==> src/rtl/core/ipc_pkg.sv <==
`timescale 1ns / 1ps
// ----------------------------------------------------------------------------
// ipc_pkg
// Shared types and constants of the interrupt priority controller.
// ----------------------------------------------------------------------------
package ipc_pkg;

  // Item kinds
  localparam logic [1:0] KIND_READ  = 2'd0;
  localparam logic [1:0] KIND_WRITE = 2'd1;
  localparam logic [1:0] KIND_EXT   = 2'd2;
  localparam logic [1:0] KIND_INT   = 2'd3;

  // Bus access sizes
  localparam logic [1:0] SIZE_BYTE  = 2'd0;
  localparam logic [1:0] SIZE_WORD  = 2'd1;
  localparam logic [1:0] SIZE_DWORD = 2'd2;
  localparam logic [1:0] SIZE_BAD   = 2'd3;

  // Register offsets
  localparam logic [7:0] OFF_CTRL  = 8'h00;
  localparam logic [7:0] OFF_PRI_A = 8'h04;
  localparam logic [7:0] OFF_PRI_B = 8'h08;
  localparam logic [7:0] OFF_PRI_C = 8'h0c;

  // Internal sources
  localparam logic [3:0] SRC_TMU0  = 4'd0;
  localparam logic [3:0] SRC_TMU1  = 4'd1;
  localparam logic [3:0] SRC_TMU2  = 4'd2;
  localparam logic [3:0] SRC_RTC   = 4'd3;
  localparam logic [3:0] SRC_WDT   = 4'd4;
  localparam logic [3:0] SRC_REF   = 4'd5;
  localparam logic [3:0] SRC_SCI   = 4'd6;
  localparam logic [3:0] SRC_GPIO  = 4'd7;
  localparam logic [3:0] SRC_DMA   = 4'd8;
  localparam logic [3:0] SRC_SCIF  = 4'd9;
  localparam logic [3:0] SRC_DEBUG = 4'd10;

  // Status register bits
  localparam int unsigned SR_BL_POS = 28;
  localparam logic [31:0] SR_TAKEN_SET = 32'h7000_0000;  // MD, RB, BL
  localparam logic [31:0] VECTOR_OFFSET = 32'h0000_0600;
  localparam logic [3:0]  LEVEL_TOP = 4'hf;

  typedef struct packed {
    logic [1:0]  kind;
    logic [7:0]  reg_offset;
    logic [1:0]  access_size;
    logic [31:0] write_data;
    logic [3:0]  ext_level;
    logic [3:0]  source_id;
    logic [11:0] event_code;
    logic [31:0] cpu_status;
    logic [31:0] current_pc;
    logic [31:0] vector_base;
  } in_word_t;

  typedef struct packed {
    logic [15:0] read_data;
    logic        accepted;
    logic [31:0] next_status;
    logic [31:0] next_pc;
    logic [31:0] saved_pc;
    logic [31:0] saved_status;
    logic [11:0] event_out;
  } out_word_t;

  // Register bus access toward the register file
  typedef struct packed {
    logic        wr_en;
    logic [7:0]  offset;
    logic [1:0]  size;
    logic [31:0] wdata;
  } reg_acc_t;

  // Priority lookup of an internal source
  typedef struct packed {
    logic       known;
    logic [3:0] level;
  } src_lvl_t;

endpackage

==> src/rtl/core/ipc_in_if.sv <==
`timescale 1ns / 1ps
// ----------------------------------------------------------------------------
// ipc_in_if
// Input word channel: bus accesses and interrupt requests.
// ----------------------------------------------------------------------------
interface ipc_in_if;
  logic        valid;
  logic        ready;
  logic [1:0]  kind;
  logic [7:0]  reg_offset;
  logic [1:0]  access_size;
  logic [31:0] write_data;
  logic [3:0]  ext_level;
  logic [3:0]  source_id;
  logic [11:0] event_code;
  logic [31:0] cpu_status;
  logic [31:0] current_pc;
  logic [31:0] vector_base;

  modport source (
    output valid, kind, reg_offset, access_size, write_data, ext_level,
           source_id, event_code, cpu_status, current_pc, vector_base,
    input  ready
  );

  modport sink (
    input  valid, kind, reg_offset, access_size, write_data, ext_level,
           source_id, event_code, cpu_status, current_pc, vector_base,
    output ready
  );
endinterface

==> src/rtl/core/ipc_out_if.sv <==
`timescale 1ns / 1ps
// ----------------------------------------------------------------------------
// ipc_out_if
// Result word channel: read data and interrupt acceptance values.
// ----------------------------------------------------------------------------
interface ipc_out_if;
  logic        valid;
  logic        ready;
  logic [15:0] read_data;
  logic        accepted;
  logic [31:0] next_status;
  logic [31:0] next_pc;
  logic [31:0] saved_pc;
  logic [31:0] saved_status;
  logic [11:0] event_out;

  modport source (
    output valid, read_data, accepted, next_status, next_pc, saved_pc,
           saved_status, event_out,
    input  ready
  );

  modport sink (
    input  valid, read_data, accepted, next_status, next_pc, saved_pc,
           saved_status, event_out,
    output ready
  );
endinterface

==> src/rtl/core/interrupt_priority_controller.sv <==
`timescale 1ns / 1ps
// ----------------------------------------------------------------------------
// interrupt_priority_controller
// Interrupt priority controller with bus-accessible priority registers.
//
// Channels: in_word takes one word per valid/ready handshake, either a
// register read or write (offset 0 control, 4/8/12 priority A/B/C) or an
// external or internal interrupt request with the processor's status, pc
// and vector base. out_word returns exactly one result word per input word,
// in order: read data, the accept flag and the values the processor loads
// and saves when the request is taken.
// Path: the input word is held in the input register and its result word in
// the result register, which drives out_word. Throughput: one word per cycle
// while out_word.ready stays high, set by the single pass through the
// register file lookup and the mask compare.
// Register writes take effect for the very next word.
// Reset: synchronous, active low; the control and priority registers clear
// to zero and both pipeline stages empty.
// Stall: when out_word.ready is low the result holds; the input register
// still fills, and in_word.ready drops only while both stages are full.
// ----------------------------------------------------------------------------
module interrupt_priority_controller (
  input  logic      clk,
  input  logic      rst_n,
  ipc_in_if.sink    in_word,
  ipc_out_if.source out_word
);
  import ipc_pkg::*;

  in_word_t  in_w;
  in_word_t  s1_r;
  logic      s1_v_r, s1_v_nxt;
  out_word_t s2_r;
  logic      s2_v_r, s2_v_nxt;
  out_word_t eval_w;
  reg_acc_t  acc;
  src_lvl_t  src_lvl;
  logic [15:0] rdata;
  logic      s2_open;
  logic      s1_adv;
  logic      in_take;

  // Gather the input word
  assign in_w.kind        = in_word.kind;
  assign in_w.reg_offset  = in_word.reg_offset;
  assign in_w.access_size = in_word.access_size;
  assign in_w.write_data  = in_word.write_data;
  assign in_w.ext_level   = in_word.ext_level;
  assign in_w.source_id   = in_word.source_id;
  assign in_w.event_code  = in_word.event_code;
  assign in_w.cpu_status  = in_word.cpu_status;
  assign in_w.current_pc  = in_word.current_pc;
  assign in_w.vector_base = in_word.vector_base;

  // Pipeline flow control
  assign s2_open       = !s2_v_r || out_word.ready;
  assign s1_adv        = s1_v_r && s2_open;
  assign in_word.ready = !s1_v_r || s2_open;
  assign in_take       = in_word.valid && in_word.ready;

  assign s1_v_nxt = in_take ? 1'b1 : (s1_adv ? 1'b0 : s1_v_r);
  assign s2_v_nxt = s1_adv ? 1'b1 : (out_word.ready ? 1'b0 : s2_v_r);

  // Register access commits only when the word moves on
  assign acc.wr_en  = s1_adv && (s1_r.kind == KIND_WRITE);
  assign acc.offset = s1_r.reg_offset;
  assign acc.size   = s1_r.access_size;
  assign acc.wdata  = s1_r.write_data;

  ipc_regs u_regs (
    .clk       (clk),
    .rst_n     (rst_n),
    .acc       (acc),
    .source_id (s1_r.source_id),
    .rdata     (rdata),
    .src_lvl   (src_lvl)
  );

  ipc_eval u_eval (
    .in_w    (s1_r),
    .rdata   (rdata),
    .src_lvl (src_lvl),
    .out_w   (eval_w)
  );

  // Valid bits
  always_ff @(posedge clk) begin
    if (!rst_n) begin
      s1_v_r <= 1'b0;
      s2_v_r <= 1'b0;
    end else begin
      s1_v_r <= s1_v_nxt;
      s2_v_r <= s2_v_nxt;
    end
  end

  // Payload registers
  always_ff @(posedge clk) begin
    if (in_take) begin
      s1_r <= in_w;
    end
    if (s1_adv) begin
      s2_r <= eval_w;
    end
  end

  // Drive the result channel
  assign out_word.valid        = s2_v_r;
  assign out_word.read_data    = s2_r.read_data;
  assign out_word.accepted     = s2_r.accepted;
  assign out_word.next_status  = s2_r.next_status;
  assign out_word.next_pc      = s2_r.next_pc;
  assign out_word.saved_pc     = s2_r.saved_pc;
  assign out_word.saved_status = s2_r.saved_status;
  assign out_word.event_out    = s2_r.event_out;
endmodule

==> src/rtl/core/ipc_regs.sv <==
`timescale 1ns / 1ps
// ----------------------------------------------------------------------------
// ipc_regs
// Control and priority registers with sized bus access and source lookup.
// ----------------------------------------------------------------------------
module ipc_regs (
  input  logic              clk,
  input  logic              rst_n,
  input  ipc_pkg::reg_acc_t acc,
  input  logic [3:0]        source_id,
  output logic [15:0]       rdata,
  output ipc_pkg::src_lvl_t src_lvl
);
  import ipc_pkg::*;

  logic [15:0] ctrl_r, ctrl_nxt;
  logic [15:0] pri_a_r, pri_a_nxt;
  logic [15:0] pri_b_r, pri_b_nxt;
  logic [15:0] pri_c_r, pri_c_nxt;
  logic [15:0] sel_val;
  logic        sel_hit;
  logic [15:0] wr_val;
  logic        wr_ok;

  // Decode the addressed register
  always_comb begin
    sel_hit = 1'b1;
    sel_val = '0;
    unique case (acc.offset)
      OFF_CTRL:  sel_val = ctrl_r;
      OFF_PRI_A: sel_val = pri_a_r;
      OFF_PRI_B: sel_val = pri_b_r;
      OFF_PRI_C: sel_val = pri_c_r;
      default:   sel_hit = 1'b0;
    endcase
  end

  // Sized read and write merge
  always_comb begin
    rdata  = '0;
    wr_val = sel_val;
    wr_ok  = 1'b0;
    unique case (acc.size)
      SIZE_BYTE: begin
        rdata  = {8'h00, sel_val[7:0]};
        wr_val = {sel_val[15:8], acc.wdata[7:0]};
        wr_ok  = 1'b1;
      end
      SIZE_WORD, SIZE_DWORD: begin
        rdata  = sel_val;
        wr_val = acc.wdata[15:0];
        wr_ok  = 1'b1;
      end
      default: begin
        rdata = '0;
      end
    endcase
    if (!sel_hit) begin
      rdata = '0;
      wr_ok = 1'b0;
    end
  end

  // Update the addressed register
  always_comb begin
    ctrl_nxt  = ctrl_r;
    pri_a_nxt = pri_a_r;
    pri_b_nxt = pri_b_r;
    pri_c_nxt = pri_c_r;
    if (acc.wr_en && wr_ok) begin
      unique case (acc.offset)
        OFF_CTRL:  ctrl_nxt  = wr_val;
        OFF_PRI_A: pri_a_nxt = wr_val;
        OFF_PRI_B: pri_b_nxt = wr_val;
        OFF_PRI_C: pri_c_nxt = wr_val;
        default:   ctrl_nxt  = ctrl_r;
      endcase
    end
  end

  always_ff @(posedge clk) begin
    if (!rst_n) begin
      ctrl_r  <= '0;
      pri_a_r <= '0;
      pri_b_r <= '0;
      pri_c_r <= '0;
    end else begin
      ctrl_r  <= ctrl_nxt;
      pri_a_r <= pri_a_nxt;
      pri_b_r <= pri_b_nxt;
      pri_c_r <= pri_c_nxt;
    end
  end

  // Look up the priority nibble of an internal source
  always_comb begin
    src_lvl.known = 1'b1;
    src_lvl.level = '0;
    unique case (source_id)
      SRC_TMU0:  src_lvl.level = pri_a_r[15:12];
      SRC_TMU1:  src_lvl.level = pri_a_r[11:8];
      SRC_TMU2:  src_lvl.level = pri_a_r[7:4];
      SRC_RTC:   src_lvl.level = pri_a_r[3:0];
      SRC_WDT:   src_lvl.level = pri_b_r[15:12];
      SRC_REF:   src_lvl.level = pri_b_r[11:8];
      SRC_SCI:   src_lvl.level = pri_b_r[7:4];
      SRC_GPIO:  src_lvl.level = pri_c_r[15:12];
      SRC_DMA:   src_lvl.level = pri_c_r[11:8];
      SRC_SCIF:  src_lvl.level = pri_c_r[7:4];
      SRC_DEBUG: src_lvl.level = pri_c_r[3:0];
      default:   src_lvl.known = 1'b0;
    endcase
  end
endmodule

==> src/rtl/core/ipc_eval.sv <==
`timescale 1ns / 1ps
// ----------------------------------------------------------------------------
// ipc_eval
// Interrupt acceptance decision and result word assembly.
// ----------------------------------------------------------------------------
module ipc_eval (
  input  ipc_pkg::in_word_t  in_w,
  input  logic [15:0]        rdata,
  input  ipc_pkg::src_lvl_t  src_lvl,
  output ipc_pkg::out_word_t out_w
);
  import ipc_pkg::*;

  logic [3:0] mask;
  logic       blocked;
  logic       taken;

  assign mask    = in_w.cpu_status[7:4];
  assign blocked = in_w.cpu_status[SR_BL_POS];

  // Compare the request priority against the status mask
  always_comb begin
    taken = 1'b0;
    unique case (in_w.kind)
      KIND_EXT: taken = !blocked && ((LEVEL_TOP - in_w.ext_level) > mask);
      KIND_INT: taken = !blocked && src_lvl.known && (src_lvl.level > mask);
      default:  taken = 1'b0;
    endcase
  end

  // Assemble the result word
  always_comb begin
    out_w.read_data = (in_w.kind == KIND_READ) ? rdata : 16'h0000;
    out_w.accepted  = taken;
    if (taken) begin
      out_w.next_status  = in_w.cpu_status | SR_TAKEN_SET;
      out_w.next_pc      = in_w.vector_base + VECTOR_OFFSET;
      out_w.saved_pc     = in_w.current_pc;
      out_w.saved_status = in_w.cpu_status;
      out_w.event_out    = in_w.event_code;
    end else begin
      out_w.next_status  = in_w.cpu_status;
      out_w.next_pc      = in_w.current_pc;
      out_w.saved_pc     = '0;
      out_w.saved_status = '0;
      out_w.event_out    = '0;
    end
  end
endmodule

==> src/flat_wrapper.sv <==
// flat-port wrapper written by rule: the top's interface ports become plain ports
module interrupt_priority_controller_flat import ipc_pkg::*;
  (clk, rst_n, in_word_valid, in_word_kind, in_word_reg_offset, in_word_access_size, in_word_write_data, in_word_ext_level, in_word_source_id, in_word_event_code, in_word_cpu_status, in_word_current_pc, in_word_vector_base, in_word_ready, out_word_valid, out_word_read_data, out_word_accepted, out_word_next_status, out_word_next_pc, out_word_saved_pc, out_word_saved_status, out_word_event_out, out_word_ready);
  ipc_in_if in_word_i ();
  ipc_out_if out_word_i ();
  input  logic clk;
  input  logic rst_n;
  input wire logic [$bits(in_word_i.valid)-1:0] in_word_valid;
  input wire logic [$bits(in_word_i.kind)-1:0] in_word_kind;
  input wire logic [$bits(in_word_i.reg_offset)-1:0] in_word_reg_offset;
  input wire logic [$bits(in_word_i.access_size)-1:0] in_word_access_size;
  input wire logic [$bits(in_word_i.write_data)-1:0] in_word_write_data;
  input wire logic [$bits(in_word_i.ext_level)-1:0] in_word_ext_level;
  input wire logic [$bits(in_word_i.source_id)-1:0] in_word_source_id;
  input wire logic [$bits(in_word_i.event_code)-1:0] in_word_event_code;
  input wire logic [$bits(in_word_i.cpu_status)-1:0] in_word_cpu_status;
  input wire logic [$bits(in_word_i.current_pc)-1:0] in_word_current_pc;
  input wire logic [$bits(in_word_i.vector_base)-1:0] in_word_vector_base;
  output wire logic [$bits(in_word_i.ready)-1:0] in_word_ready;
  output wire logic [$bits(out_word_i.valid)-1:0] out_word_valid;
  output wire logic [$bits(out_word_i.read_data)-1:0] out_word_read_data;
  output wire logic [$bits(out_word_i.accepted)-1:0] out_word_accepted;
  output wire logic [$bits(out_word_i.next_status)-1:0] out_word_next_status;
  output wire logic [$bits(out_word_i.next_pc)-1:0] out_word_next_pc;
  output wire logic [$bits(out_word_i.saved_pc)-1:0] out_word_saved_pc;
  output wire logic [$bits(out_word_i.saved_status)-1:0] out_word_saved_status;
  output wire logic [$bits(out_word_i.event_out)-1:0] out_word_event_out;
  input wire logic [$bits(out_word_i.ready)-1:0] out_word_ready;
  assign in_word_i.valid = in_word_valid;
  assign in_word_i.kind = in_word_kind;
  assign in_word_i.reg_offset = in_word_reg_offset;
  assign in_word_i.access_size = in_word_access_size;
  assign in_word_i.write_data = in_word_write_data;
  assign in_word_i.ext_level = in_word_ext_level;
  assign in_word_i.source_id = in_word_source_id;
  assign in_word_i.event_code = in_word_event_code;
  assign in_word_i.cpu_status = in_word_cpu_status;
  assign in_word_i.current_pc = in_word_current_pc;
  assign in_word_i.vector_base = in_word_vector_base;
  assign in_word_ready = in_word_i.ready;
  assign out_word_valid = out_word_i.valid;
  assign out_word_read_data = out_word_i.read_data;
  assign out_word_accepted = out_word_i.accepted;
  assign out_word_next_status = out_word_i.next_status;
  assign out_word_next_pc = out_word_i.next_pc;
  assign out_word_saved_pc = out_word_i.saved_pc;
  assign out_word_saved_status = out_word_i.saved_status;
  assign out_word_event_out = out_word_i.event_out;
  assign out_word_i.ready = out_word_ready;
  interrupt_priority_controller u_core (.clk(clk), .rst_n(rst_n), .in_word(in_word_i), .out_word(out_word_i));
endmodule
==> config.mk <==
export PLATFORM = sky130hd
export DESIGN_NAME = interrupt_priority_controller_flat
export DESIGN_NICKNAME = d
export VERILOG_FILES = /design/src/rtl/core/ipc_pkg.sv /design/src/rtl/core/ipc_in_if.sv /design/src/rtl/core/ipc_out_if.sv /design/src/rtl/core/interrupt_priority_controller.sv /design/src/rtl/core/ipc_regs.sv /design/src/rtl/core/ipc_eval.sv /design/src/flat_wrapper.sv
export SDC_FILE = /design/constraint.sdc
export NUM_CORES = 1
export LEC_CHECK = 0
export BUFFER_PORTS_ARGS = -buffer_cell sky130_fd_sc_hd__buf_4
export CORE_ASPECT_RATIO = 1.5
export CORE_MARGIN = 3
export CORE_UTILIZATION = 38
export DETAILED_ROUTE_END_ITERATION = 10
export GPL_ROUTABILITY_DRIVEN = 0
export PLACE_DENSITY = 0.7
export SKIP_LAST_GASP = 1
export SYNTH_ARGS = -nofsm -noshare
export SYNTH_HDL_FRONTEND = slang
export SYNTH_SLANG_ARGS = --single-unit
==> constraint.sdc <==
create_clock -name clk -period 8.2 [get_ports clk]
set_input_delay 0.82 -clock clk [delete_from_list [all_inputs] [get_ports clk]]
set_output_delay 0.82 -clock clk [all_outputs]
set_load 0.05 [all_outputs]
# Yosys cells after proc, flatten, opt, wreduce, memory -nomap -nowiden
# Index checks and enable logic that the tools add are counted.
# classes
mux	14
eq_ne	18
n_reduce_logical	27
n_lt_le_gt_ge	2
add_sub_neg	2
# op_table
cell	n
$mux 108	1
$pmux 16 s2	2
$pmux 16 s4	1
$pmux 4 s11	1
$add 32x11->32 const B	1
$eq 4x3->1 const B	4
$eq 8x4->1 const B	2
$eq 4x4->1 const B	3
$reduce_or 11->1	1
$reduce_and 2->1	5
$eq 4x2->1 const B	2
$eq 8x3->1 const B	1
$gt 4x4->1	2
$logic_not 8->1	1
$mux 1	8
$logic_and 1x1->1	7
$eq 2x2->1 const B	3
$eq 2x1->1 const B	2
$eq 4x1->1 const B	1
$logic_not 2->1	2
$logic_not 4->1	1
$reduce_bool 2->1	2
$reduce_or 4->1	1
$sub 4x4->4 const A	1
5 further kinds	8
# totals
ff_bits	367
output_inout_bits	159
input_bits	164
wordCells	87

# Longest topological paths before layout
# logic_depth
ltp_word	7
ltp_mapped	15
mapped_depth_nobuf	11

# Hierarchy
# From an unflattened synthesis, not the netlist that was laid out.
# hier_totals
hier_cells	945
area_unflattened_um2	15217.1
# by_module_without_submodules
module	seq_area_each_um2	n_inst	area_each_um2	cells_each
interrupt_priority_controller	9559.2	1	9638.0	327
ipc_regs	1281.2	1	3699.8	355
ipc_eval	0.0	1	1879.3	263

# Least setup slack after synthesis
# OpenSTA, ideal clock, no wires.
# synth_path
path_type	input-to-reg
startpoint	in out_word_ready
endpoint	reg u_core.s1_r, in the netlist u_core.acc[0], enable pin
slack_ns	3.057
n_path_buf	0
cell_stages	3
required_time_ns	7.680
arrival_ns	4.623
path_cell_list	nor2b_1 nand2_1 and2_1
# synth_between
elab_chain_cells	3
# synth_lines
element	line_no	source
start, declared	flat_wrapper.sv:28	input wire logic [$bits(out_word_i.ready)-1:0] out_word_ready;
$logic_or 1x1->1	interrupt_priority_controller.sv:56	assign s2_open = !s2_v_r || out_word.ready;
$logic_or 1x1->1	interrupt_priority_controller.sv:58	assign in_word.ready = !s1_v_r || s2_open;
via in_word_ready	flat_wrapper.sv:19	output wire logic [$bits(in_word_i.ready)-1:0] in_word_ready;
$logic_and 1x1->1	interrupt_priority_controller.sv:59	assign in_take = in_word.valid && in_word.ready;
via u_core.in_take	interrupt_priority_controller.sv:41	logic in_take;
end signal, assigned	interrupt_priority_controller.sv:100	s1_r <= in_w;
end, declared	interrupt_priority_controller.sv:31	in_word_t s1_r;
# The timed path passes the listed nets, and every way through them passes these cells.
# A chain may end at the register's enable or synchronous reset.

==> results_dict.tcl <==
set metrics [dict create \
    status "complete, no violations" \
    cts-root-buf "clkbuf_16" \
    synth_area_leader_cell "edfxtp_1" \
    antenna_left 0 \
    die_h_um 242 \
    fmax_mhz 227 \
    grt_pass1_vias 8615 \
    dieArea_um2 39500 \
    switchingPower_w 0.000968 \
    coreArea_um2 36300 \
    power.density_nw_per_um2 232 \
    nFillCells 3093 \
    syn-cell-area_um2 14100 \
    path_class "reg2reg" \
    ys.flop_type "edfxtp_1" \
    min_path_cells 0 \
    clk_pin_slew_ps 60 \
    syn_inst 898 \
    gr-total-overflow 0 \
    pin_count 323 \
    skew_ps 29.3 \
    cts_sinks 367 \
    hpwlAfterDp_um 23300 \
    end_kind "flop" \
    drv_cap 0 \
    required_ps 8470 \
    cts_setup_buffers 0 \
    finalCritPeriodShare_pct 53.7 \
    portBuffers 306 \
    crit_fanout 103 \
    syn_nets 1073 \
    setup_slack_ps 3800 \
    multi_input_area_um2 3430 \
    ys_async_sr_fraction_pct 0 \
    cts_tree "built" \
    p_seq_share_pct 51.6 \
    synth-seq-cells 367 \
    cts_resized 0 \
    drt_iter0_markers 592 \
    grt_usage_pct 16.4 \
    ys.warnings.count 0 \
    drive_gt1_share_pct 36.9 \
    p_sw_share_pct 23.2 \
    worst_pin_slew_ps 1110 \
    rsz0062_at_grt "false" \
    syn_area_per_cell_um2 15.7 \
    fin_crit_ps 4400 \
    peakVddDrop_uv 166 \
    p_int_w 0.00320 \
    dr.pass1.iters 5 \
    clk_path_buf_depth 3 \
    cp-start-kind "flop" \
    cts_buffers 36 \
    clockPowerShare_pct 39.3 \
    p_total_w 0.00417 \
    routedWlPerCell_um 19.5 \
    rows 85 \
    grt_max_degree 104 \
    syn_to_final_growth_pct 27.6 \
    synth.area.top_cells "edfxtp_1 (64%), dfxtp_1 (9.4%), and2_1 (3.7%)" \
    synth-edff-count 301 \
    power_frac_comb_pct 9.2 \
    finalSetupTns_ps 0 \
    ys_types 52 \
    routed_wl_um 33300 \
    hold_viol 0 \
    vias 8490 \
    dieWidth_um 163 \
    hold_slack_ps 439 \
    cp_data_arrival_time_ps 4670 \
    setup_violations 0 \
    grt_pass1_wl_um 49800 \
    slew_violations 0 \
    final_core_util_pct 49.7 \
    maxSlewHeadroom_pct 25.9 \
    ff_latch_area_um2 10400 \
    r2r_cells 11 \
    cts_htree_levels 2 \
    post-place-ws_ps 3710 \
    start_util_pct 38.9 \
    avgViaCountPerCell 4.98 \
    hold_path.class "reg2reg" \
    ys_seq_area_share_pct 73.4 \
    postCtsHoldBufs 0 \
    antenna_found_initial 1 \
    layout.nets 1375 \
    clk-insertion-delay-late_ps 530 \
    yosysTopAreaCellShare_pct 64.0 \
    drc 0 \
    power.leakage_nw 6.63 \
]
[worst max-delay path: stages, from the launching register on]
cell	delay (ps)
edfxtp_1	780
mux4_2	580
nor2b_1	140
a41oi_1	220
o221ai_1	160
ha_1	360
nand4_1	100
o211ai_1	90
a21oi_1	280
o211a_4	200
buf_4	760
mux2_2	420
[sequential cells by signal (all words and copies together), names as in the netlist]
name / flops
u_core.out_word.saved_status: 32
u_core.out_word.next_status: 32
u_core.u_regs.pri_a_r: 16
u_core.out_word.saved_pc: 32
u_core.out_word.valid: 1
u_core.s1_r: 118
u_core.out_word.event_out: 12
u_core.u_regs.pri_b_r: 16
u_core.out_word.read_data: 16
u_core.acc: 26
u_core.out_word.accepted: 1
u_core.u_regs.pri_c_r: 16
u_core.s1_v_r: 1
u_core.u_regs.ctrl_r: 16
u_core.out_word.next_pc: 32
[logic make-up after synthesis]
logic type                 share of synthesized area (%)
muxes                                               6.12
xor gates and xnor gates                            1.30
DFF                                                 73.4
buffers and inverters                               2.41
other                                             0.0266
adders and majority gates                          0.975
and+or+nand+nor                                     10.2
AOI/OAI and AO/OA                                   5.55
[through the flow]
stage | std cells | instance area (µm²)
global placement | 1640 | 16800
floorplan | 898 | 14100
global route | 1706 | 18000
CTS | 1705 | 18000
detailed placement | 1640 | 16800
finish | 1706 | 18000
[area by class of cell]
class / count / area share [%]
Antenna cell: 1 / 0.0139
Timing Repair Buffer: 314 / 13.1
Multi-Input combinational cell: 463 / 19.1
Clock buffer: 46 / 5.56
Inverter: 18 / 0.403
Tap cell: 478 / 3.32
Clock inverter: 19 / 1.02
Sequential cell: 367 / 57.5
[path summary, 6_finish.rpt]
path,start,end,slack (ps)
worst min-delay path,u_core.s1_r[78],u_core.out_word.next_status[14],440
worst max-delay path,u_core.s1_r[110],u_core.out_word.next_pc[29],3800
worst min register to register,u_core.s1_r[78],u_core.out_word.next_status[14],440
worst max register to register,u_core.s1_r[110],u_core.out_word.next_pc[29],3800
[Yosys cell counts, types with 2 or more instances]
cell type and number:
edfxtp_1 301, and2_1 84, dfxtp_1 66, nand3_1 66, nand2_1 33, o21ai_1 30, mux2_2 29, o21ai_0 25
clkbuf_1 22, o21ai_2 20, mux4_2 19, inv_1 18, a22o_1 16, xnor2_1 14, buf_2 11, ha_1 11
mux2i_1 11, nor2_1 11, nor2b_1 10, buf_6 9, nor3_1 9, a21oi_1 8, nand3_2 8, buf_1 7
nand4_1 7, xor2_1 7, nand2b_1 5, a22oi_1 4, o211ai_1 4, and4_1 3, or3_1 3, or4_1 3
and3_1 2, nor4_1 2, o211a_1 2, or2_2 2
[metal layers]
layer | track usage (%) | up-vias | wire, µm
met5 | 0 | - | 0
met1 | 18.4 | 4121 | 12000
li1 | - | 3981 | -
met3 | 3.73 | 60 | 2570
met2 | 30.0 | 328 | 17700
met4 | 5.95 | 0 | 1060
[power groups by stage]
stage / combinational, W / sequential, W / clock, W
floorplan: 0.0000999 / 0.00232 / 0
global placement: 0.000382 / 0.00219 / 0
detailed placement: 0.000386 / 0.00219 / 0
CTS: 0.000387 / 0.00215 / 0.00169
global route: 0.000404 / 0.00216 / 0.00177
finish: 0.000382 / 0.00215 / 0.00164
[cells in the final DEF (no fill, tap or decap), types with 3 or more instances in the layout]
cell type,Yosys,final
and2_1,84,83
nand3_2,8,8
a22oi_1,4,4
o21ai_2,20,20
o21ai_0,25,25
mux2_2,29,29
nand4_1,7,7
o21ai_1,30,30
a22o_1,16,16
a21oi_1,8,8
dfxtp_1,66,66
clkinv_1,0,5
and4_1,3,3
or4_1,3,3
clkbuf_16,0,38
nand2b_1,5,5
nor3_1,9,9
o211ai_1,4,4
mux4_2,19,19
mux2i_1,11,11
buf_4,1,314
xnor2_1,14,14
inv_1,18,17
nand3_1,66,66
nor2_1,11,11
xor2_1,7,7
edfxtp_1,301,301
nor2b_1,10,10
ha_1,11,11
nand2_1,33,33
bufinv_16,0,3
or3_1,3,3
clkbuf_1,22,6
clkinv_2,0,7
Power figures use the tool's default switching activity.
